[config.mk]
export PLATFORM = sky130hd
export DESIGN_NAME = bounded_ordered_list_engine_unit_flat
export DESIGN_NICKNAME = d
export VERILOG_FILES = /design/src/hw/rtl/bole_pkg.sv /design/src/hw/rtl/bole_if.sv /design/src/hw/rtl/bole_ram.sv /design/src/hw/rtl/bounded_ordered_list_engine_unit.sv /design/src/flat_wrapper.sv
export SDC_FILE = /design/constraint.sdc
export NUM_CORES = 1
export LEC_CHECK = 0
export BUFFER_PORTS_ARGS = -buffer_cell sky130_fd_sc_hd__buf_2
export CORE_MARGIN = 2
export CORE_UTILIZATION = 35
export DETAILED_ROUTE_END_ITERATION = 10
export HOLD_SLACK_MARGIN = 0.03
export PLACE_DENSITY = 0.53
export SYNTH_ARGS = -nofsm -noshare
export SYNTH_HDL_FRONTEND = slang
export SYNTH_SLANG_ARGS = --single-unit
[constraint.sdc]
create_clock -name clk -period 3.7 [get_ports clk]
set_input_delay 1.11 -clock clk [delete_from_list [all_inputs] [get_ports clk]]
set_output_delay 1.11 -clock clk [all_outputs]
set_load 0.03 [all_outputs]
[src/hw/rtl/bole_pkg.sv]
// ----------------------------------------------------------------------------
// bole_pkg: shared types and constants of the ordered list engine
// Operation codes, status codes and default sizes.
// ----------------------------------------------------------------------------
`default_nettype none

package bole_pkg;

  localparam int DEPTH_DEF = 16;
  localparam logic [4:0] CAP_RESET = 5'd10;

  typedef enum logic [3:0] {
    OP_CLEAR     = 4'd0,
    OP_APPEND    = 4'd1,
    OP_PREPEND   = 4'd2,
    OP_INS_AT    = 4'd3,
    OP_INS_SORT  = 4'd4,
    OP_REM_AT    = 4'd5,
    OP_REM_BACK  = 4'd6,
    OP_REM_FRONT = 4'd7,
    OP_REM_VAL   = 4'd8,
    OP_FIND      = 4'd9,
    OP_READ      = 4'd10
  } action_t;

  typedef enum logic [2:0] {
    ST_OK       = 3'd0,
    ST_FULL     = 3'd1,
    ST_EMPTY    = 3'd2,
    ST_BADIDX   = 3'd3,
    ST_NOTFOUND = 3'd4
  } status_t;

endpackage

`default_nettype wire

[src/hw/rtl/bole_if.sv]
// ----------------------------------------------------------------------------
// bole_if: request and result channels of the ordered list engine
// Valid/ready channels carrying one request or one result.
// ----------------------------------------------------------------------------
`default_nettype none

interface bole_req_if;
  logic               valid;
  logic               ready;
  logic [3:0]         action;
  logic signed [31:0] value;
  logic [4:0]         position;

  modport source (output valid, action, value, position, input ready);
  modport sink   (input valid, action, value, position, output ready);
endinterface

interface bole_rsp_if;
  logic               valid;
  logic               ready;
  logic [2:0]         status;
  logic signed [31:0] result_value;
  logic [4:0]         found_index;
  logic               found;
  logic [4:0]         entry_total;
  logic               is_full;
  logic               is_empty;

  modport source (output valid, status, result_value, found_index, found,
                  entry_total, is_full, is_empty, input ready);
  modport sink   (input valid, status, result_value, found_index, found,
                  entry_total, is_full, is_empty, output ready);
endinterface

`default_nettype wire

[src/hw/rtl/bole_ram.sv]
// ----------------------------------------------------------------------------
// bole_ram: generic simple dual-port ram
// One write port, one read port with registered read data.
// ----------------------------------------------------------------------------
`default_nettype none

module bole_ram #(
  parameter int WIDTH = 32,
  parameter int DEPTH = 16
) (
  input  wire logic                     clk,
  input  wire logic                     we,
  input  wire logic [$clog2(DEPTH)-1:0] waddr,
  input  wire logic [WIDTH-1:0]         wdata,
  input  wire logic [$clog2(DEPTH)-1:0] raddr,
  output      logic [WIDTH-1:0]         rdata
);

  logic [WIDTH-1:0] mem [DEPTH];

  // write port and registered read
  always_ff @(posedge clk) begin
    if (we) begin
      mem[waddr] <= wdata;
    end
    rdata <= mem[raddr];
  end

endmodule

`default_nettype wire

[src/hw/rtl/bounded_ordered_list_engine_unit.sv]
// ----------------------------------------------------------------------------
// bounded_ordered_list_engine_unit: bounded ordered list of signed values
// Entries live in one ram; a sequencer scans and shifts them one per cycle.
// ----------------------------------------------------------------------------
// Sequence: clear, errors and unused codes answer directly from idle; inserts
//   shift the entries from the insert point up, then write the value; removals
//   read the entry, then shift the later entries down; a read only reads the
//   entry; a value search first compares the entries in order.
// Requests: one at a time; next request taken once the result
//   is delivered.
// Reset: count cleared, capacity set to 10; list contents undefined.
`default_nettype none

module bounded_ordered_list_engine_unit
  import bole_pkg::*;
#(
  parameter int DEPTH = DEPTH_DEF
) (
  input  wire logic       clk,
  input  wire logic       rst_n,
  input  wire logic       cfg_we,
  input  wire logic [4:0] cfg_data,
  bole_req_if.sink        in_req,
  bole_rsp_if.source      out_rsp
);

  localparam int AW = $clog2(DEPTH);
  localparam int CW = $clog2(DEPTH + 1);
  localparam int XW = (CW > 5) ? CW : 5;

  typedef enum logic [5:0] {
    S_IDLE = 6'b000001,
    S_SCAN = 6'b000010,
    S_INS  = 6'b000100,
    S_SHUP = 6'b001000,
    S_PUT  = 6'b010000,
    S_RDX  = 6'b100000
  } state_t;

  typedef enum logic [0:0] {
    D_IDLE = 1'b0,
    D_SHDN = 1'b1
  } dn_t;

  state_t             state_r, state_nxt;
  dn_t                dn_r, dn_nxt;
  logic [CW-1:0]      count_r, count_nxt;
  logic [4:0]         cap_r;
  action_t            op_r, op_nxt;
  logic [31:0]        val_r, val_nxt;
  logic [AW-1:0]      idx_r, idx_nxt;
  logic [AW-1:0]      ptr_r, ptr_nxt;
  logic [CW-1:0]      j_r, j_nxt;
  status_t            status_r, status_nxt;
  logic [31:0]        rval_r, rval_nxt;
  logic [4:0]         fidx_r, fidx_nxt;
  logic               found_r, found_nxt;
  logic               ovalid_r, ovalid_nxt;

  logic               we;
  logic [AW-1:0]      waddr, raddr;
  logic [31:0]        wdata, rd_data;

  logic [XW-1:0]      cnt_x, pos_x, cap_x, effcap_x;
  logic               full, hit, accept;
  logic [CW-1:0]      k, cnt_m1;
  action_t            act;

  bole_ram #(.WIDTH(32), .DEPTH(DEPTH)) u_ram (
    .clk  (clk),
    .we   (we),
    .waddr(waddr),
    .wdata(wdata),
    .raddr(raddr),
    .rdata(rd_data)
  );

  // capacity and fullness
  assign cnt_x    = XW'(count_r);
  assign pos_x    = XW'(in_req.position);
  assign cap_x    = XW'(cap_r);
  assign effcap_x = (cap_x > XW'(DEPTH)) ? XW'(DEPTH) : cap_x;
  assign full     = cnt_x >= effcap_x;
  assign cnt_m1   = count_r - CW'(1);
  assign k        = j_r - CW'(1);
  assign act      = action_t'(in_req.action);

  assign in_req.ready = (state_r == S_IDLE) && (dn_r == D_IDLE) && !ovalid_r;
  assign accept       = in_req.valid && in_req.ready;

  // scan compare: equality for search, not-smaller for sorted insert
  assign hit = (op_r == OP_INS_SORT) ? ($signed(val_r) <= $signed(rd_data))
                                     : (val_r == rd_data);

  // result channel
  assign out_rsp.valid        = ovalid_r;
  assign out_rsp.status       = status_r;
  assign out_rsp.result_value = rval_r;
  assign out_rsp.found_index  = fidx_r;
  assign out_rsp.found        = found_r;
  assign out_rsp.entry_total  = 5'(count_r);
  assign out_rsp.is_full      = full;
  assign out_rsp.is_empty     = (count_r == '0);

  // sequencer
  always_comb begin
    state_nxt  = state_r;
    dn_nxt     = dn_r;
    count_nxt  = count_r;
    op_nxt     = op_r;
    val_nxt    = val_r;
    idx_nxt    = idx_r;
    ptr_nxt    = ptr_r;
    j_nxt      = j_r;
    status_nxt = status_r;
    rval_nxt   = rval_r;
    fidx_nxt   = fidx_r;
    found_nxt  = found_r;
    ovalid_nxt = ovalid_r && !out_rsp.ready;
    we         = 1'b0;
    waddr      = '0;
    wdata      = rd_data;
    raddr      = '0;

    if (dn_r == D_SHDN) begin
      // shift down: entry at ptr moves to ptr-1
      we    = 1'b1;
      waddr = ptr_r - AW'(1);
      if (CW'(ptr_r) == cnt_m1) begin
        count_nxt  = cnt_m1;
        dn_nxt     = D_IDLE;
        ovalid_nxt = 1'b1;
      end else begin
        raddr   = ptr_r + AW'(1);
        ptr_nxt = ptr_r + AW'(1);
      end
    end else begin
      case (state_r)
        S_IDLE: begin
          if (accept) begin
            op_nxt     = act;
            val_nxt    = in_req.value;
            status_nxt = ST_OK;
            rval_nxt   = '0;
            fidx_nxt   = '0;
            found_nxt  = 1'b0;
            ovalid_nxt = 1'b1;
            case (act)
              OP_CLEAR: begin
                count_nxt = '0;
              end
              OP_APPEND, OP_PREPEND, OP_INS_AT, OP_INS_SORT: begin
                if (full) begin
                  status_nxt = ST_FULL;
                end else if (act == OP_INS_AT && pos_x > cnt_x) begin
                  status_nxt = ST_BADIDX;
                end else if (act == OP_INS_SORT && count_r != '0) begin
                  ovalid_nxt = 1'b0;
                  raddr      = '0;
                  j_nxt      = CW'(1);
                  state_nxt  = S_SCAN;
                end else begin
                  ovalid_nxt = 1'b0;
                  state_nxt  = S_INS;
                  if (act == OP_APPEND) begin
                    idx_nxt = AW'(count_r);
                  end else if (act == OP_INS_AT) begin
                    idx_nxt = pos_x[AW-1:0];
                  end else begin
                    idx_nxt = '0;
                  end
                end
              end
              OP_REM_AT, OP_REM_BACK, OP_REM_FRONT, OP_REM_VAL, OP_READ: begin
                if (count_r == '0) begin
                  status_nxt = ST_EMPTY;
                end else if ((act == OP_REM_AT || act == OP_READ) && pos_x >= cnt_x) begin
                  status_nxt = ST_BADIDX;
                end else if (act == OP_REM_VAL) begin
                  ovalid_nxt = 1'b0;
                  raddr      = '0;
                  j_nxt      = CW'(1);
                  state_nxt  = S_SCAN;
                end else begin
                  ovalid_nxt = 1'b0;
                  state_nxt  = S_RDX;
                  if (act == OP_REM_BACK) begin
                    idx_nxt = AW'(cnt_m1);
                  end else if (act == OP_REM_FRONT) begin
                    idx_nxt = '0;
                  end else begin
                    idx_nxt = pos_x[AW-1:0];
                  end
                  raddr = idx_nxt;
                end
              end
              OP_FIND: begin
                if (count_r != '0) begin
                  ovalid_nxt = 1'b0;
                  raddr      = '0;
                  j_nxt      = CW'(1);
                  state_nxt  = S_SCAN;
                end
              end
              default: begin
              end
            endcase
          end
        end

        // one entry compared per cycle
        S_SCAN: begin
          if (hit || j_r == count_r) begin
            case (op_r)
              OP_FIND: begin
                fidx_nxt   = hit ? 5'(k) : 5'(count_r);
                found_nxt  = hit;
                ovalid_nxt = 1'b1;
                state_nxt  = S_IDLE;
              end
              OP_REM_VAL: begin
                if (hit) begin
                  idx_nxt   = AW'(k);
                  raddr     = AW'(k);
                  state_nxt = S_RDX;
                end else begin
                  status_nxt = ST_NOTFOUND;
                  ovalid_nxt = 1'b1;
                  state_nxt  = S_IDLE;
                end
              end
              default: begin
                idx_nxt   = hit ? AW'(k) : AW'(count_r);
                state_nxt = S_INS;
              end
            endcase
          end else begin
            raddr = j_r[AW-1:0];
            j_nxt = j_r + CW'(1);
          end
        end

        // open a slot at idx
        S_INS: begin
          if (CW'(idx_r) == count_r) begin
            state_nxt = S_PUT;
          end else begin
            raddr     = AW'(cnt_m1);
            ptr_nxt   = AW'(cnt_m1);
            state_nxt = S_SHUP;
          end
        end

        // shift up: entry at ptr moves to ptr+1
        S_SHUP: begin
          we    = 1'b1;
          waddr = ptr_r + AW'(1);
          if (ptr_r == idx_r) begin
            state_nxt = S_PUT;
          end else begin
            raddr   = ptr_r - AW'(1);
            ptr_nxt = ptr_r - AW'(1);
          end
        end

        S_PUT: begin
          we         = 1'b1;
          waddr      = idx_r;
          wdata      = val_r;
          count_nxt  = count_r + CW'(1);
          fidx_nxt   = 5'(idx_r);
          ovalid_nxt = 1'b1;
          state_nxt  = S_IDLE;
        end

        // entry at idx read out, then removal shift if needed
        S_RDX: begin
          rval_nxt  = rd_data;
          fidx_nxt  = 5'(idx_r);
          state_nxt = S_IDLE;
          if (op_r == OP_READ) begin
            ovalid_nxt = 1'b1;
          end else if (CW'(idx_r) == cnt_m1) begin
            count_nxt  = cnt_m1;
            ovalid_nxt = 1'b1;
          end else begin
            raddr   = idx_r + AW'(1);
            ptr_nxt = idx_r + AW'(1);
            dn_nxt  = D_SHDN;
          end
        end

        default: begin
          state_nxt = S_IDLE;
        end
      endcase
    end
  end

  // control registers
  always_ff @(posedge clk) begin
    if (!rst_n) begin
      state_r  <= S_IDLE;
      dn_r     <= D_IDLE;
      count_r  <= '0;
      cap_r    <= CAP_RESET;
      ovalid_r <= 1'b0;
    end else begin
      state_r  <= state_nxt;
      dn_r     <= dn_nxt;
      count_r  <= count_nxt;
      ovalid_r <= ovalid_nxt;
      if (cfg_we) begin
        cap_r <= cfg_data;
      end
    end
  end

  // payload registers
  always_ff @(posedge clk) begin
    op_r     <= op_nxt;
    val_r    <= val_nxt;
    idx_r    <= idx_nxt;
    ptr_r    <= ptr_nxt;
    j_r      <= j_nxt;
    status_r <= status_nxt;
    rval_r   <= rval_nxt;
    fidx_r   <= fidx_nxt;
    found_r  <= found_nxt;
  end

endmodule

`default_nettype wire

[src/flat_wrapper.sv]
// flat-port wrapper written by rule: the top's interface ports become plain ports
module bounded_ordered_list_engine_unit_flat import bole_pkg::*;
#(
  parameter int DEPTH = DEPTH_DEF
)
  (clk, rst_n, cfg_we, cfg_data, in_req_valid, in_req_action, in_req_value, in_req_position, in_req_ready, out_rsp_valid, out_rsp_status, out_rsp_result_value, out_rsp_found_index, out_rsp_found, out_rsp_entry_total, out_rsp_is_full, out_rsp_is_empty, out_rsp_ready);
  bole_req_if in_req_i ();
  bole_rsp_if out_rsp_i ();
  input  wire logic clk;
  input  wire logic rst_n;
  input  wire logic cfg_we;
  input  wire logic [4:0] cfg_data;
  input wire logic [$bits(in_req_i.valid)-1:0] in_req_valid;
  input wire logic [$bits(in_req_i.action)-1:0] in_req_action;
  input wire logic [$bits(in_req_i.value)-1:0] in_req_value;
  input wire logic [$bits(in_req_i.position)-1:0] in_req_position;
  output wire logic [$bits(in_req_i.ready)-1:0] in_req_ready;
  output wire logic [$bits(out_rsp_i.valid)-1:0] out_rsp_valid;
  output wire logic [$bits(out_rsp_i.status)-1:0] out_rsp_status;
  output wire logic [$bits(out_rsp_i.result_value)-1:0] out_rsp_result_value;
  output wire logic [$bits(out_rsp_i.found_index)-1:0] out_rsp_found_index;
  output wire logic [$bits(out_rsp_i.found)-1:0] out_rsp_found;
  output wire logic [$bits(out_rsp_i.entry_total)-1:0] out_rsp_entry_total;
  output wire logic [$bits(out_rsp_i.is_full)-1:0] out_rsp_is_full;
  output wire logic [$bits(out_rsp_i.is_empty)-1:0] out_rsp_is_empty;
  input wire logic [$bits(out_rsp_i.ready)-1:0] out_rsp_ready;
  assign in_req_i.valid = in_req_valid;
  assign in_req_i.action = in_req_action;
  assign in_req_i.value = in_req_value;
  assign in_req_i.position = in_req_position;
  assign in_req_ready = in_req_i.ready;
  assign out_rsp_valid = out_rsp_i.valid;
  assign out_rsp_status = out_rsp_i.status;
  assign out_rsp_result_value = out_rsp_i.result_value;
  assign out_rsp_found_index = out_rsp_i.found_index;
  assign out_rsp_found = out_rsp_i.found;
  assign out_rsp_entry_total = out_rsp_i.entry_total;
  assign out_rsp_is_full = out_rsp_i.is_full;
  assign out_rsp_is_empty = out_rsp_i.is_empty;
  assign out_rsp_i.ready = out_rsp_ready;
  bounded_ordered_list_engine_unit #(.DEPTH(DEPTH)) u_core (.clk(clk), .rst_n(rst_n), .cfg_we(cfg_we), .cfg_data(cfg_data), .in_req(in_req_i), .out_rsp(out_rsp_i));
endmodule
Word-level counts from Yosys, hierarchy flattened

Memory sizes are Yosys's and may differ from the RTL's. A register that Yosys moved wholly into a read port is not among the register bits.
Index checks and enable logic that the tools add are counted.

Word-level logic and storage cells: 239
Memories kept: 1
Bits in writable memories: 512
Flip-flop bits (word level): 108

Memories:

| name             | words | width | rd ports | clocked after Yosys merged registers in | wr ports | line           | RTL |
|---|---|---|---|---|---|---|---|
| u_core.u_ram.mem | 16    | 32    | 1        | 1                                       | 1        | bole_ram.sv:19 | `logic [WIDTH-1:0] mem [DEPTH];` |

$lt $le $gt $ge: 5
Reductions and logical operators: 33
Add/sub/neg operators: 7
Bitwise logic cells: 1
Equal/unequal tests: 55
Multiplexer cells: 123

Operators by type and width:

| operator                                               | count |
|---|---|
| 2-to-1 mux 4 bit                                       | 35 |
| 2-to-1 mux 5 bit                                       | 21 |
| 2-to-1 mux 32 bit                                      | 3 |
| one-hot mux 32 bit (2 select lines)                    | 1 |
| 2-to-1 mux 6 bit                                       | 10 |
| one-hot mux 5 bit (3 select lines)                     | 3 |
| equality test 32 bit                                   | 1 |
| <= comparator 32 bit                                   | 1 |
| one-hot mux 4 bit (2 select lines)                     | 4 |
| inequality test 3 bit (second input constant)          | 10 |
| 2-to-1 mux 1 bit                                       | 25 |
| equality test 4 bit (second input constant)            | 6 |
| one-hot mux 6 bit (4 select lines)                     | 1 |
| 2-to-1 mux 3 bit                                       | 7 |
| equality test 4 x 3 -> 1 bit (second input constant)   | 5 |
| one-hot mux 4 bit (5 select lines)                     | 1 |
| inequality test 3 x 2 -> 1 bit (second input constant) | 6 |
| one-hot mux 6 bit (3 select lines)                     | 1 |
| AND reduction 6 bit                                    | 3 |
| equality test 4 x 5 -> 1 bit                           | 3 |
| inequality test 2 bit (second input constant)          | 7 |
| AND reduction 13 bit                                   | 1 |
| one-hot mux 3 bit (2 select lines)                     | 2 |
| one-hot mux 4 bit (3 select lines)                     | 1 |
| other kinds (43)                                       | 66 |

Depth between registers and ports, before layout

Gate-level depths: netlist (run 1).

Depth in word-level cells: 10
Depth in mapped cells: 18
Mapped depth without buffers: 13

Cells and area by module

Synthesis (run 1) repeated with hierarchy kept, for this count alone.

Cells, all modules: 1604
Area, all modules: 26993.4 µm²

By module, submodules not included:

| module                           | sequential area each (µm²) | times used | area an instance (µm²) | cells each |
|---|---|---|---|---|
| bole_ram                         | 16015.4                    | 1          | 19854.0                | 838 |
| bounded_ordered_list_engine_unit | 3062.9                     | 1          | 7139.3                 | 766 |

Least setup slack after synthesis (run 1)

OpenSTA, ideal clock, no wires.

Path type: register to register
Start: register u_core.count_r[0] (netlist: u_core.out_rsp.entry_total[0])
End: register u_core.u_ram.rdata[10], read port of u_core.u_ram.mem
Period minus slack after synthesis: 3.967 ns
Stages on the path, launching flop included: 16
Arrival time: 3.841 ns
Path slack: -0.267 ns
Data required time: 3.574 ns
Path through: dfxtp_1 -> buf_2 -> clkbuf_1 -> inv_1 -> ha_1 -> nor3b_1 -> and2_1 -> clkbuf_1 -> or3_1 -> a211oi_1 -> o31ai_2 -> o211ai_2 -> clkbuf_1 -> mux2_2 -> o211ai_1 -> nand3_1

RTL lines:

| what                               | line                                    | RTL |
|---|---|---|
| from (decl)                        | bounded_ordered_list_engine_unit.sv:47  | `logic [CW-1:0] count_r, count_nxt;` |
| from (signal assigned)             | bounded_ordered_list_engine_unit.sv:311 | `count_r <= count_nxt;` |
| zero test 5 bit                    | --                                      |  |
| net out_rsp_is_empty               | flat_wrapper.sv:25                      | `output wire logic [$bits(out_rsp_i.is_empty)-1:0] out_rsp_is_empty;` |
| 2-to-1 mux 4 bit                   | bounded_ordered_list_engine_unit.sv:175 | `if (count_r == '0) begin` |
| 2-to-1 mux 4 bit                   | --                                      |  |
| 2-to-1 mux 4 bit                   | bounded_ordered_list_engine_unit.sv:140 | `if (accept) begin` |
| one-hot mux 4 bit (5 select lines) | bounded_ordered_list_engine_unit.sv:138 | `case (state_r)` |
| 2-to-1 mux 4 bit                   | bounded_ordered_list_engine_unit.sv:125 | `if (dn_r == D_SHDN) begin` |
| to (decl)                          | bole_ram.sv:16                          | `output logic [WIDTH-1:0] rdata` |

The timed path passes the listed nets, and every way through them passes these cells.
A chain may end at the register's enable or synchronous reset.

Worst setup path after layout (run 1)

Start: register u_core.val_r[31]
End: register u_core.u_ram.rdata[24], read port of u_core.u_ram.mem

Longest elaborated chain between the ends: 7

Ends and longest elaborated chain:

| what                                                         | line                                                                           | RTL |
|---|---|---|
| from (decl)                                                  | bounded_ordered_list_engine_unit.sv:50                                         | `logic [31:0] val_r, val_nxt;` |
| from (signal assigned)                                       | bounded_ordered_list_engine_unit.sv:322                                        | `val_r <= val_nxt;` |
| <= comparator 32 bit or equality test 32 bit (tied branches) | bounded_ordered_list_engine_unit.sv:92, bounded_ordered_list_engine_unit.sv:93 |  |
| 2-to-1 mux 1 bit (*)                                         | bounded_ordered_list_engine_unit.sv:92                                         | `assign hit = (op_r == OP_INS_SORT) ? ($signed(val_r) <= $signed(rd_data))` |
| 2-to-1 mux 4 bit                                             | bounded_ordered_list_engine_unit.sv:222                                        | `if (hit) begin` |
| 2-to-1 mux 4 bit                                             | bounded_ordered_list_engine_unit.sv:214                                        | `case (op_r)` |
| 2-to-1 mux 4 bit (*)                                         | bounded_ordered_list_engine_unit.sv:213                                        | `if (hit \|\| j_r == count_r) begin` |
| one-hot mux 4 bit (5 select lines) (*)                       | bounded_ordered_list_engine_unit.sv:138                                        |  |
| 2-to-1 mux 4 bit (*)                                         | bounded_ordered_list_engine_unit.sv:125                                        |  |

Mark *: on every way between the ends. The rest lies on a longest branch, timed or not.

==> metrics.md, run 1 <==
| Metric | Value |
|---|---|
| Status | `finished with violations` |
| Violated checks | `setup timing` |
| Antenna-violating nets left | `0` |
| WL/cell | `between 20 and 25 µm` |
| Die width | `approximately 290 µm` |
| Vias in the first global route | `approximately 18,000` |
| Top-area cell type share of the netlist area | `between 60 and 70%` |
| Top FF cell, synth | `edfxtp_1` |
| Worst skew pair latency | `0.61 ns` |
| Root Buffer | `clkbuf_16` |
| TritonCTS Sinks | `about 650` |
| Required time worst endpoint | `between 4 and 5 ns` |
| Number of DRC markers in iteration 0 | `around 1,500` |
| Vias per inst | `about 5.1` |
| Synth Instances | `between 1,500 and 2,000` |
| Fraction of registers with async set/reset | `0%` |
| VDD IR-drop max | `~310 µV` |
| Worst endpoint data arrival time | `4.34 ns` |
| Worst path max stage delay | `approximately 0.50 ns` |
| CP Max Fanout | `7` |
| Register area share after synthesis | `~68%` |
| Total power draw | `around 0.023 W` |
| Synthesized cell area | `~28,000 µm²` |
| RSZ-0062 raised after global routing | `yes` |
| First-pass GRT wire length | `approximately 110,000 µm` |
| NumNets Final | `between 2,000 and 2,500` |
| DRT Pass-1 Iters | `5` |
| Most common cell after layout, fill and taps aside | `edfxtp_1` |
| Final setup viols | `32` |
| Fmax | `around 260 MHz` |
| CTS tree | `built` |
| CP top delay family | `buffers and inverters` |
| CTS Buffer Depth | `3` |
| Area contributors post-synth | `edfxtp_1, mux2i_1, dfxtp_1` |
| Final Max Tran Viols | `0` |
| Die H | `287.3 µm` |
| Worst Hold Class | `flop to flop` |
| Crit. End Element | `flop` |
| Max-Cap Viols | `0` |
| Worst setup SP type | `flop` |
| Syn nets | `between 2,000 and 2,500` |
| Most frequent cells in the layout | `edfxtp_1, mux2i_1, buf_4` |
| Share of layout cells above drive strength 1 | `between 20% and 30%` |
| Hold Slack | `0.4810 ns` |
| P per Cell Area | `652.7 nW/µm²` |
| Drt drc | `0` |
| CP max stage cell | `edfxtp_1` |
| Grt ovf | `0` |
| Final worst path period share | `104.3%` |
| YS warnings | `0` |
| Util after Layout | `between 40% and 50%` |
| Final WS setup | `-0.1585 ns` |
| Die area | `82,540 µm²` |
| Buf/Inv on CP | `9` |
| CTS Hold Bufs | `0` |
| Final HPWL DP | `~45,000 µm` |
| Pleak | `~12 nW` |
| Core area | `approximately 80,000 µm²` |
| Final wirelength | `78,520 µm` |
| Via count | `roughly 18,000` |
| Largest net degree at the start of global routing | `39` |
| Clock-pin slew on the worst setup and hold paths | `~0.060 ns` |
| Overall routing resource usage | `around a fifth` |
| Synth cell types | `79` |
| CTS Buf Count | `a little over 70` |
| Site row count | `slightly above 100` |
| Initial antenna violation count | `0` |
| Relative slew slack | `35.75%` |
| Worst slew pin tran | `0.9573 ns` |
| Largest area contributor in the netlist | `edfxtp_1` |
| H-tree Lvls | `3` |
| Clock skew | `0.02030 ns` |
| Area delta synth->final | `27.64%` |
| Cell breakdown of the critical path | `ha_4, nand4_1, buf_6, nor4_4, buf_4, nand4_1, buf_6, a31oi_4, nor3_4, buf_6, o21ai_4, o32ai_2, buf_4, o32ai_2, buf_4, buf_6, nor2b_4, buf_12, buf_12, a22oi_1, nand3_1` |
| Synth Area per Inst | `around 15 µm²` |
| Yosys reg bits | `between 600 and 700` |
| Post-route cell area | `~36,000 µm²` |
| Final hold violations | `0` |
| Routability Congestion | `slightly below 0.9` |
| Starting density of the core | `a little over a third` |
| Inserted Diodes | `0` |
| FILL cells | `~7,000` |
| Port bufs | `100` |
| Crit path kind | `flop to flop` |
| Worst path most repeated cell | `buf_6` |
| Ports | `just over 100` |
| Placed Area | `around 32,000 µm²` |
| EDFF count, synth | `between 600 and 700` |
| Final min period | `roughly 3.9 ns` |
-- worst paths after layout --
kind / startpoint / end / slack, ns / cells past startpoint
worst min-delay path: u_core.cap_r[3] / u_core.cap_r[3] / 0.48 / 2
worst max-delay path: u_core.val_r[31] / u_core.u_ram.rdata[24] / -0.16 / 21
worst max register to register: u_core.val_r[31] / u_core.u_ram.rdata[24] / -0.16 / 21
worst min register to register: u_core.cap_r[3] / u_core.cap_r[3] / 0.48 / 2
-- worst min-delay path: stages (launching register included) --
cell and delay, ns:
dfxtp_1 0.32, mux2i_1 0.07, nand2_1 0.06
-- synth_stat cells, types with 3 or more instances --
library cell	count
buf_4	27
mux2_1	12
nand2b_1	11
buf_2	16
or3_1	4
nand3_1	45
clkbuf_1	49
xor2_1	13
nor2b_1	16
dfxtp_1	50
o32ai_1	3
buf_1	7
nor3b_1	7
nand2_1	158
a221o_1	4
o211ai_1	71
mux2i_1	271
and2_1	9
inv_1	54
o21a_1	6
nand4_1	12
a22oi_1	33
nor2_1	107
o21ai_0	64
edfxtp_1	602
a21oi_1	43
ha_1	49
a211oi_1	5
nor3_1	15
nor4_1	3
a21boi_0	4
o22ai_1	6
xnor2_1	23
a21o_1	11
mux2_2	52
buf_6	7
a31oi_1	6
nor3_2	3
-- power by group --
part / internal [W] / switching (W)
clock: 0.00437 / 0.00286
sequential: 0.00943 / 0.000342
combinational: 0.00265 / 0.00375
-- layout make-up --
cell class / instances / area (µm²) / area share [%]
flip-flops and latches: 652 / 19080 / 53.22
multi-input cells: 1117 / 8861 / 24.71
repair buffers: 422 / 4024 / 11.22
clock buffers: 105 / 2029 / 5.660
well taps: 1050 / 1314 / 3.664
clock inverters: 25 / 341.6 / 0.9527
inverters: 54 / 202.7 / 0.5653
-- through the flow --
step,setup TNS [ns],setup slack [ns],cells
3_5_place_dp,-20.91,-0.6360,3234
2_1_floorplan,0,0.03757,1930
3_3_place_gp,-19.74,-0.6260,3234
5_1_grt,-9.544,-0.3538,3425
4_1_cts,-2.383,-0.1275,3419
6_report,-3.395,-0.1585,3425
-- what timing repair did --
action,CTS,global route
setup endpoints to repair,54,42
cloned,17,4
setup buffers,40,10
gates resized for setup,108,27
pin swaps,56,47
-- state kept, by name (all words and copies together), names as in the netlist --
register                     cells
u_core.out_rsp.entry_total       5
u_core.out_rsp.found_index       5
u_core.val_r                    32
u_core.cap_r                     5
u_core.op_r                      4
u_core.out_rsp.result_value     32
u_core.state_r                   6
u_core.idx_r                     4
u_core.j_r                       5
u_core.dn_r                      1
u_core.ptr_r                     4
u_core.u_ram.rdata              32
u_core.out_rsp.valid             1
u_core.out_rsp.status            3
u_core.out_rsp.found             1
u_core.u_ram.mem               512
-- logic make-up after synthesis --
kind of cell,Yosys count,synth area share [%]
buffers and inverters,161,2.775
and+or+nand+nor,407,6.632
adders and majority gates,49,2.183
AOI/OAI and AO/OA,288,7.033
xor gates and xnor gates,38,1.238
DFF,652,67.92
muxes,335,12.22
-- routing by layer --
layer  vias to the layer above  track usage [%]  part of all wire [%]
met5                         -                0                     0
met4                         0            5.964                   2.4
met3                       110            2.175                   4.7
met2                       494            31.23                    48
met1                      8851            25.79                    45
li1                       8117                -                     -
Power figures use the tool's default switching activity.
==> run 2: changes to the inputs <==
==> constraint.sdc (replaced) <==
create_clock -name clk -period 3.7 [get_ports clk]
set_input_delay 0.185 -clock clk [delete_from_list [all_inputs] [get_ports clk]]
set_output_delay 0.185 -clock clk [all_outputs]
set_load 0.03 [all_outputs]
==> run 2 against run 1 <==
Effect of this change:
- the run still ends with setup timing left
- sequential power about the same
- clock-buffer cell count down 9
- first-iteration DRC count down 11%
- critical path depth down 4
- register-to-register slack worse by 0.05 ns
- via count down 0.29%
- hold slack worse by 0.35 ns
- flip-flop and latch count unchanged
- non-clock buffer count up 1
==> metrics.md, run 2 (synthesized netlist as in run 1, its figures left out) <==
| Metric | Value |
|---|---|
| Status | `finished with violations` |
| Violated checks | `setup timing` |
| Clock-pin slew on the worst setup and hold paths | `about 0.06 ns` |
| Final wirelength | `just under 80,000 µm` |
| CTS Buffer Depth | `3` |
| Final min period | `roughly 3.9 ns` |
| Pleak | `12.11 nW` |
| Relative slew slack | `approximately a third` |
| Worst skew pair latency | `roughly 0.6 ns` |
| First-pass GRT wire length | `114,700 µm` |
| CP max stage cell | `a221o_2` |
| RSZ-0062 raised after global routing | `yes` |
| Core area | `about 79,000 µm²` |
| Final HPWL DP | `roughly 44,000 µm` |
| Starting density of the core | `roughly 35%` |
| VDD IR-drop max | `between 300 and 400 µV` |
| Overall routing resource usage | `18.73%` |
| Die width | `around 290 µm` |
| Vias per inst | `about 5.1` |
| Share of layout cells above drive strength 1 | `between 20% and 30%` |
| Most frequent cells in the layout | `edfxtp_1, mux2i_1, buf_4` |
| CTS tree | `built` |
| Cell breakdown of the critical path | `ha_4, a21o_1, a221o_2, a21oi_2, o211ai_1, a31o_1, buf_4, buf_4, nor2_2, nand4_1, a31oi_4, buf_12, buf_12, bufbuf_16, mux2i_1, a22oi_1, nand3_1` |
| DRT Pass-1 Iters | `5` |
| Via count | `17,521` |
| Worst endpoint data arrival time | `around 4.5 ns` |
| Grt ovf | `0` |
| Max-Cap Viols | `0` |
| Site row count | `approximately 100` |
| Final worst path period share | `105.6%` |
| Root Buffer | `clkbuf_16` |
| Initial antenna violation count | `1` |
| Final setup viols | `32` |
| CP Max Fanout | `7` |
| Antenna-violating nets left | `0` |
| Final hold violations | `0` |
| CTS Buf Count | `a little over 70` |
| Die H | `287.3 µm` |
| Final WS setup | `-0.2061 ns` |
| Routability Congestion | `around 0.87` |
| Crit path kind | `flop to flop` |
| Worst path max stage delay | `between 0.4 and 0.5 ns` |
| Biggest register | `u_core.u_ram.mem` |
| Most common cell after layout, fill and taps aside | `edfxtp_1` |
| P per Cell Area | `approximately 640 nW/µm²` |
| Port bufs | `100` |
| Inst Count DP | `between 3,000 and 4,000` |
| Number of DRC markers in iteration 0 | `roughly 1,300` |
| H-tree Lvls | `3` |
| Inserted Diodes | `0` |
| Die area | `roughly 83,000 µm²` |
| Clock skew | `0.02953 ns` |
| Worst Hold Class | `input port to flop` |
| Max reg flops | `512` |
| Vias in the first global route | `18,048` |
| Setup TNS | `-5.121 ns` |
| Largest net degree at the start of global routing | `47` |
| Fmax | `roughly 260 MHz` |
| TritonCTS Sinks | `between 600 and 700` |
| WL/cell | `approximately 23 µm` |
| Util after Layout | `between 40 and 50%` |
| NumNets Final | `2,420` |
| Ports | `~100` |
| Area delta synth->final | `27.17%` |
| Drt drc | `0` |
| Worst setup SP type | `flop` |
| FILL cells | `a little over 7,000` |
| Worst slew pin tran | `around 0.99 ns` |
| Crit. End Element | `flop` |
| Finished Layout Cells | `3,425` |
| Final Max Tran Viols | `0` |
| Required time worst endpoint | `4.25 ns` |
run 2: cell count changes in the layout (fill, tap and decap cells not counted), sizes merged, moves of 3 or more:
| cell | previous run | this run |
|---|---|---|
| buf | 419 | 359 |
| bufbuf | 0 | 3 |
| bufinv | 8 | 5 |
| clkbuf | 108 | 105 |
| clkinv | 13 | 22 |
| dlygate4sd3 | 0 | 52 |
run 2: timing repair:
action / 4_1_cts / 5_1_grt
endpoints found under the hold margin: 54 / 0
buffers inserted: 34 / 5
gates resized for setup: 66 / 39
hold buffers: 52 / 0
gates cloned: 12 / 11
pin swaps: 24 / 37
setup endpoints to repair: 43 / 41
run 2: path summary, 6_finish.rpt:
| path | from | to | slack (ns) | depth (start not counted) |
|---|---|---|---|---|
| max | u_core.val_r[17] | u_core.u_ram.rdata[9] | -0.21 | 17 |
| min | out_rsp_ready | u_core.out_rsp.valid | 0.13 | 5 |
| max reg2reg | u_core.val_r[17] | u_core.u_ram.rdata[9] | -0.21 | 17 |
| min reg2reg | u_core.state_r[4] | u_core.state_r[4] | 0.52 | 2 |
run 2: routing by layer:
layer	up-vias	GRT usage, %	wire, µm
met5	-	0	0
met4	0	5.573	1799
met3	120	2.373	3467
met2	436	32.05	38050
met1	8813	24.85	34780
li1	8152	-	-
run 2: final cells by class:
type	count	area [µm²]	area share [%]
Tap cell	1050	1314	3.678
Timing Repair Buffer	423	4164	11.66
Inverter	54	202.7	0.5674
Sequential cell	652	19080	53.42
Clock buffer	96	1973	5.524
Clock inverter	33	310.3	0.8687
Multi-Input combinational cell	1117	8676	24.29
run 2: power breakdown:
part | switching (W) | internal (W)
Sequential | 0.000310 | 0.00943
Combinational | 0.00372 | 0.00254
Clock | 0.00287 | 0.00411
Total | 0.00691 | 0.0161
run 2: worst max-delay path: cells and delay by family, from the launching register on:
| family | cells | cell delay, ns |
|---|---|---|
| adder cells (fa/ha/maj) | 1 | 0.24 |
| multiplexers | 1 | 0.23 |
| AO/OA/AOI/OAI | 7 | 1.70 |
| flip-flops | 1 | 0.44 |
| AND/OR/NAND/NOR | 3 | 0.36 |
| buffers and inverters | 5 | 0.86 |
run 2: metrics by stage:
step,worst slack [ns],total power [W],hold slack [ns],instance area [µm²]
after global placement,-0.4589,0.01541,0.3622,31590
after floorplan,0.04035,0.01293,0.2839,28100
after global routing,-0.3362,0.02398,0.1225,35720
after detailed placement,-0.4602,0.01549,0.3632,31600
final,-0.2061,0.02298,0.1317,35720
after CTS,-0.1803,0.02301,0.1129,35300
==> run 3: changes to the inputs <==
CORE_ASPECT_RATIO = 0.9   (was default)
==> run 3 against run 2 <==
Effect of this change:
- the run still ends with setup timing left
- register-to-register slack got worse by 0.15 ns
- sequential share of layout area down 0.96 points
- routed wire length is 2.1% higher
- global-route usage grew 0.27 points
- non-clock buffer count up 45
- design area grew 1.8%
- clock-buffer cell count increased by 5
- flip-flop and latch count did not move
- setup slack worse by 0.15 ns
- critical endpoint is now u_core.u_ram.rdata[5]
- largest cell class unchanged
==> metrics.md, run 3 (synthesized netlist as in run 1, its figures left out) <==
| Metric | Value |
|---|---|
| Finished Layout Cells | `between 3,000 and 4,000` |
| Pleak | `12.41 nW` |
| Die H | `around 270 µm` |
| Crit. End Element | `flop` |
| Site row count | `98` |
| Status | `finished with violations` |
| Hold depth | `5` |
| First-pass GRT wire length | `roughly 120,000 µm` |
| Fmax | `around 250 MHz` |
| Post-route cell area | `about 36,000 µm²` |
| Inst Count DP | `3,205` |
| Worst endpoint data arrival time | `around 4.5 ns` |
| Most frequent cells in the layout | `edfxtp_1, mux2i_1, buf_4` |
| TritonCTS Sinks | `652` |
| Worst slew pin tran | `approximately 1.0 ns` |
| Most common cell after layout, fill and taps aside | `edfxtp_1` |
| DRT Pass-1 Iters | `5` |
| Inserted Diodes | `0` |
| WL/cell | `between 20 and 25 µm` |
| Clock skew | `about 0.025 ns` |
| Share of layout cells above drive strength 1 | `roughly 27%` |
| Relative slew slack | `between 30 and 40%` |
| Placed Area | `about 32,000 µm²` |
| Via count | `~18,000` |
| Crit path kind | `flop to flop` |
| Die width | `around 300 µm` |
| Initial antenna violation count | `1` |
| Number of DRC markers in iteration 0 | `~1,300` |
| Final min period | `between 4 and 5 ns` |
| Violated checks | `setup timing` |
| Final setup viols | `32` |
| Final HPWL DP | `approximately 47,000 µm` |
| Antenna-violating nets left | `0` |
| Die area | `~83,000 µm²` |
| Ports | `101` |
| Required time worst endpoint | `approximately 4.2 ns` |
| Biggest register | `u_core.u_ram.mem` |
| CP Max Fanout | `7` |
| Final wirelength | `about 80,000 µm` |
| CTS tree | `built` |
| Total power draw | `between 0.02 and 0.025 W` |
| Worst Hold Class | `input port to flop` |
| Vias in the first global route | `about 18,000` |
| P per Cell Area | `around 640 nW/µm²` |
| Pre-CTS setup slack | `-0.6400 ns` |
| Hold Slack | `between 0.1 and 0.15 ns` |
| NumNets Final | `between 2,000 and 2,500` |
| CTS Buf Count | `72` |
| Clock-pin slew on the worst setup and hold paths | `around 0.05 ns` |
| Root Buffer | `clkbuf_16` |
| Final WS setup | `-0.3605 ns` |
| Overall routing resource usage | `about a fifth` |
| Port bufs | `100` |
| Vias per inst | `around 5` |
| CTS Buffer Depth | `3` |
| Grt ovf | `0` |
| FILL cells | `roughly 7,000` |
| Area delta synth->final | `29.48%` |
| Reg2Reg Depth | `17` |
| Final hold violations | `0` |
| Final worst path period share | `109.7%` |
| H-tree Lvls | `3` |
| Starting density of the core | `a little over a third` |
| Largest net degree at the start of global routing | `37` |
| Core area | `slightly below 80,000 µm²` |
| Worst skew pair latency | `0.61 ns` |
| Max-Cap Viols | `0` |
| Drt drc | `0` |
| Max reg flops | `about 500` |
| Worst setup SP type | `flop` |
| RSZ-0062 raised after global routing | `yes` |
| Final Max Tran Viols | `0` |
| Routability Congestion | `0.8359` |
| VDD IR-drop max | `around 390 µV` |
## run 3: cell types whose count changed in the layout (fill, tap and decap cells not counted), moves of 5 or more
cell     delta
mux2_4      -9
mux2i_2    +11
buf_4      +24
mux2_2      +5
buf_12     +20
mux2i_1    -12
## run 3: final timing paths
kind | startpoint | slack (ns) | to
worst min register to register | u_core.state_r[4] | 0.55 | u_core.state_r[4]
worst max register to register | u_core.val_r[5] | -0.36 | u_core.u_ram.rdata[5]
worst min-delay path | out_rsp_ready | 0.11 | u_core.out_rsp.valid
worst max-delay path | u_core.val_r[5] | -0.36 | u_core.u_ram.rdata[5]
## run 3: area by class of cell
cell class | count | area [µm²] | share of cell area, %
Timing Repair Buffer | 468 | 4741 | 13.03
Inverter | 54 | 202.7 | 0.5573
Multi-Input combinational cell | 1117 | 8752 | 24.06
Clock buffer | 101 | 2011 | 5.528
Tap cell | 1050 | 1314 | 3.612
Sequential cell | 652 | 19080 | 52.46
Clock inverter | 29 | 270.3 | 0.7431
## run 3: worst max-delay path, cell delays in order, from the launching register on
cell and delay (ns):
edfxtp_1 0.43, ha_4 0.27, a21o_1 0.18, a221o_2 0.46, a221oi_4 0.42, a31oi_4 0.15
nor3_4 0.28, buf_6 0.14, buf_6 0.10, o2111ai_4 0.12, o211ai_4 0.12, buf_12 0.16
buf_16 0.18, buf_4 0.16, clkbuf_16 0.16, mux2_2 0.33, o211ai_1 0.17, nand3_1 0.09
## run 3: what timing repair did
item / in CTS / in global routing
gates cloned: 17 / 11
hold endpoints to repair: 54 / 0
hold buffers: 52 / 0
gates resized for setup: 97 / 36
pin swaps: 36 / 39
setup buffers: 40 / 27
setup endpoints to repair: 51 / 41
## run 3: where the power goes
group          internal [W]  leakage [nW]  switching, W  total [W]
Clock               0.00408          1.12       0.00286    0.00694
Sequential          0.00943          5.87      0.000327    0.00975
Combinational       0.00275          5.42       0.00386    0.00661
## run 3: per-stage QoR
stage          TNS [ns]  util (%)
5_1_grt          -13.11     45.78
3_5_place_dp     -21.21     40.00
2_1_floorplan         0         -
6_report         -9.552     45.78
4_1_cts          -7.078     45.26
3_3_place_gp     -18.56     40.00
## run 3: routing by layer
| metal | routed length (µm) | global-route usage (%) | up-vias |
|---|---|---|---|
| met5 | 0 | 0 | - |
| met4 | 2170 | 5.885 | 0 |
| met3 | 4034 | 2.600 | 134 |
| met2 | 37250 | 30.86 | 504 |
| met1 | 36310 | 26.42 | 8969 |
| li1 | - | - | 8222 |
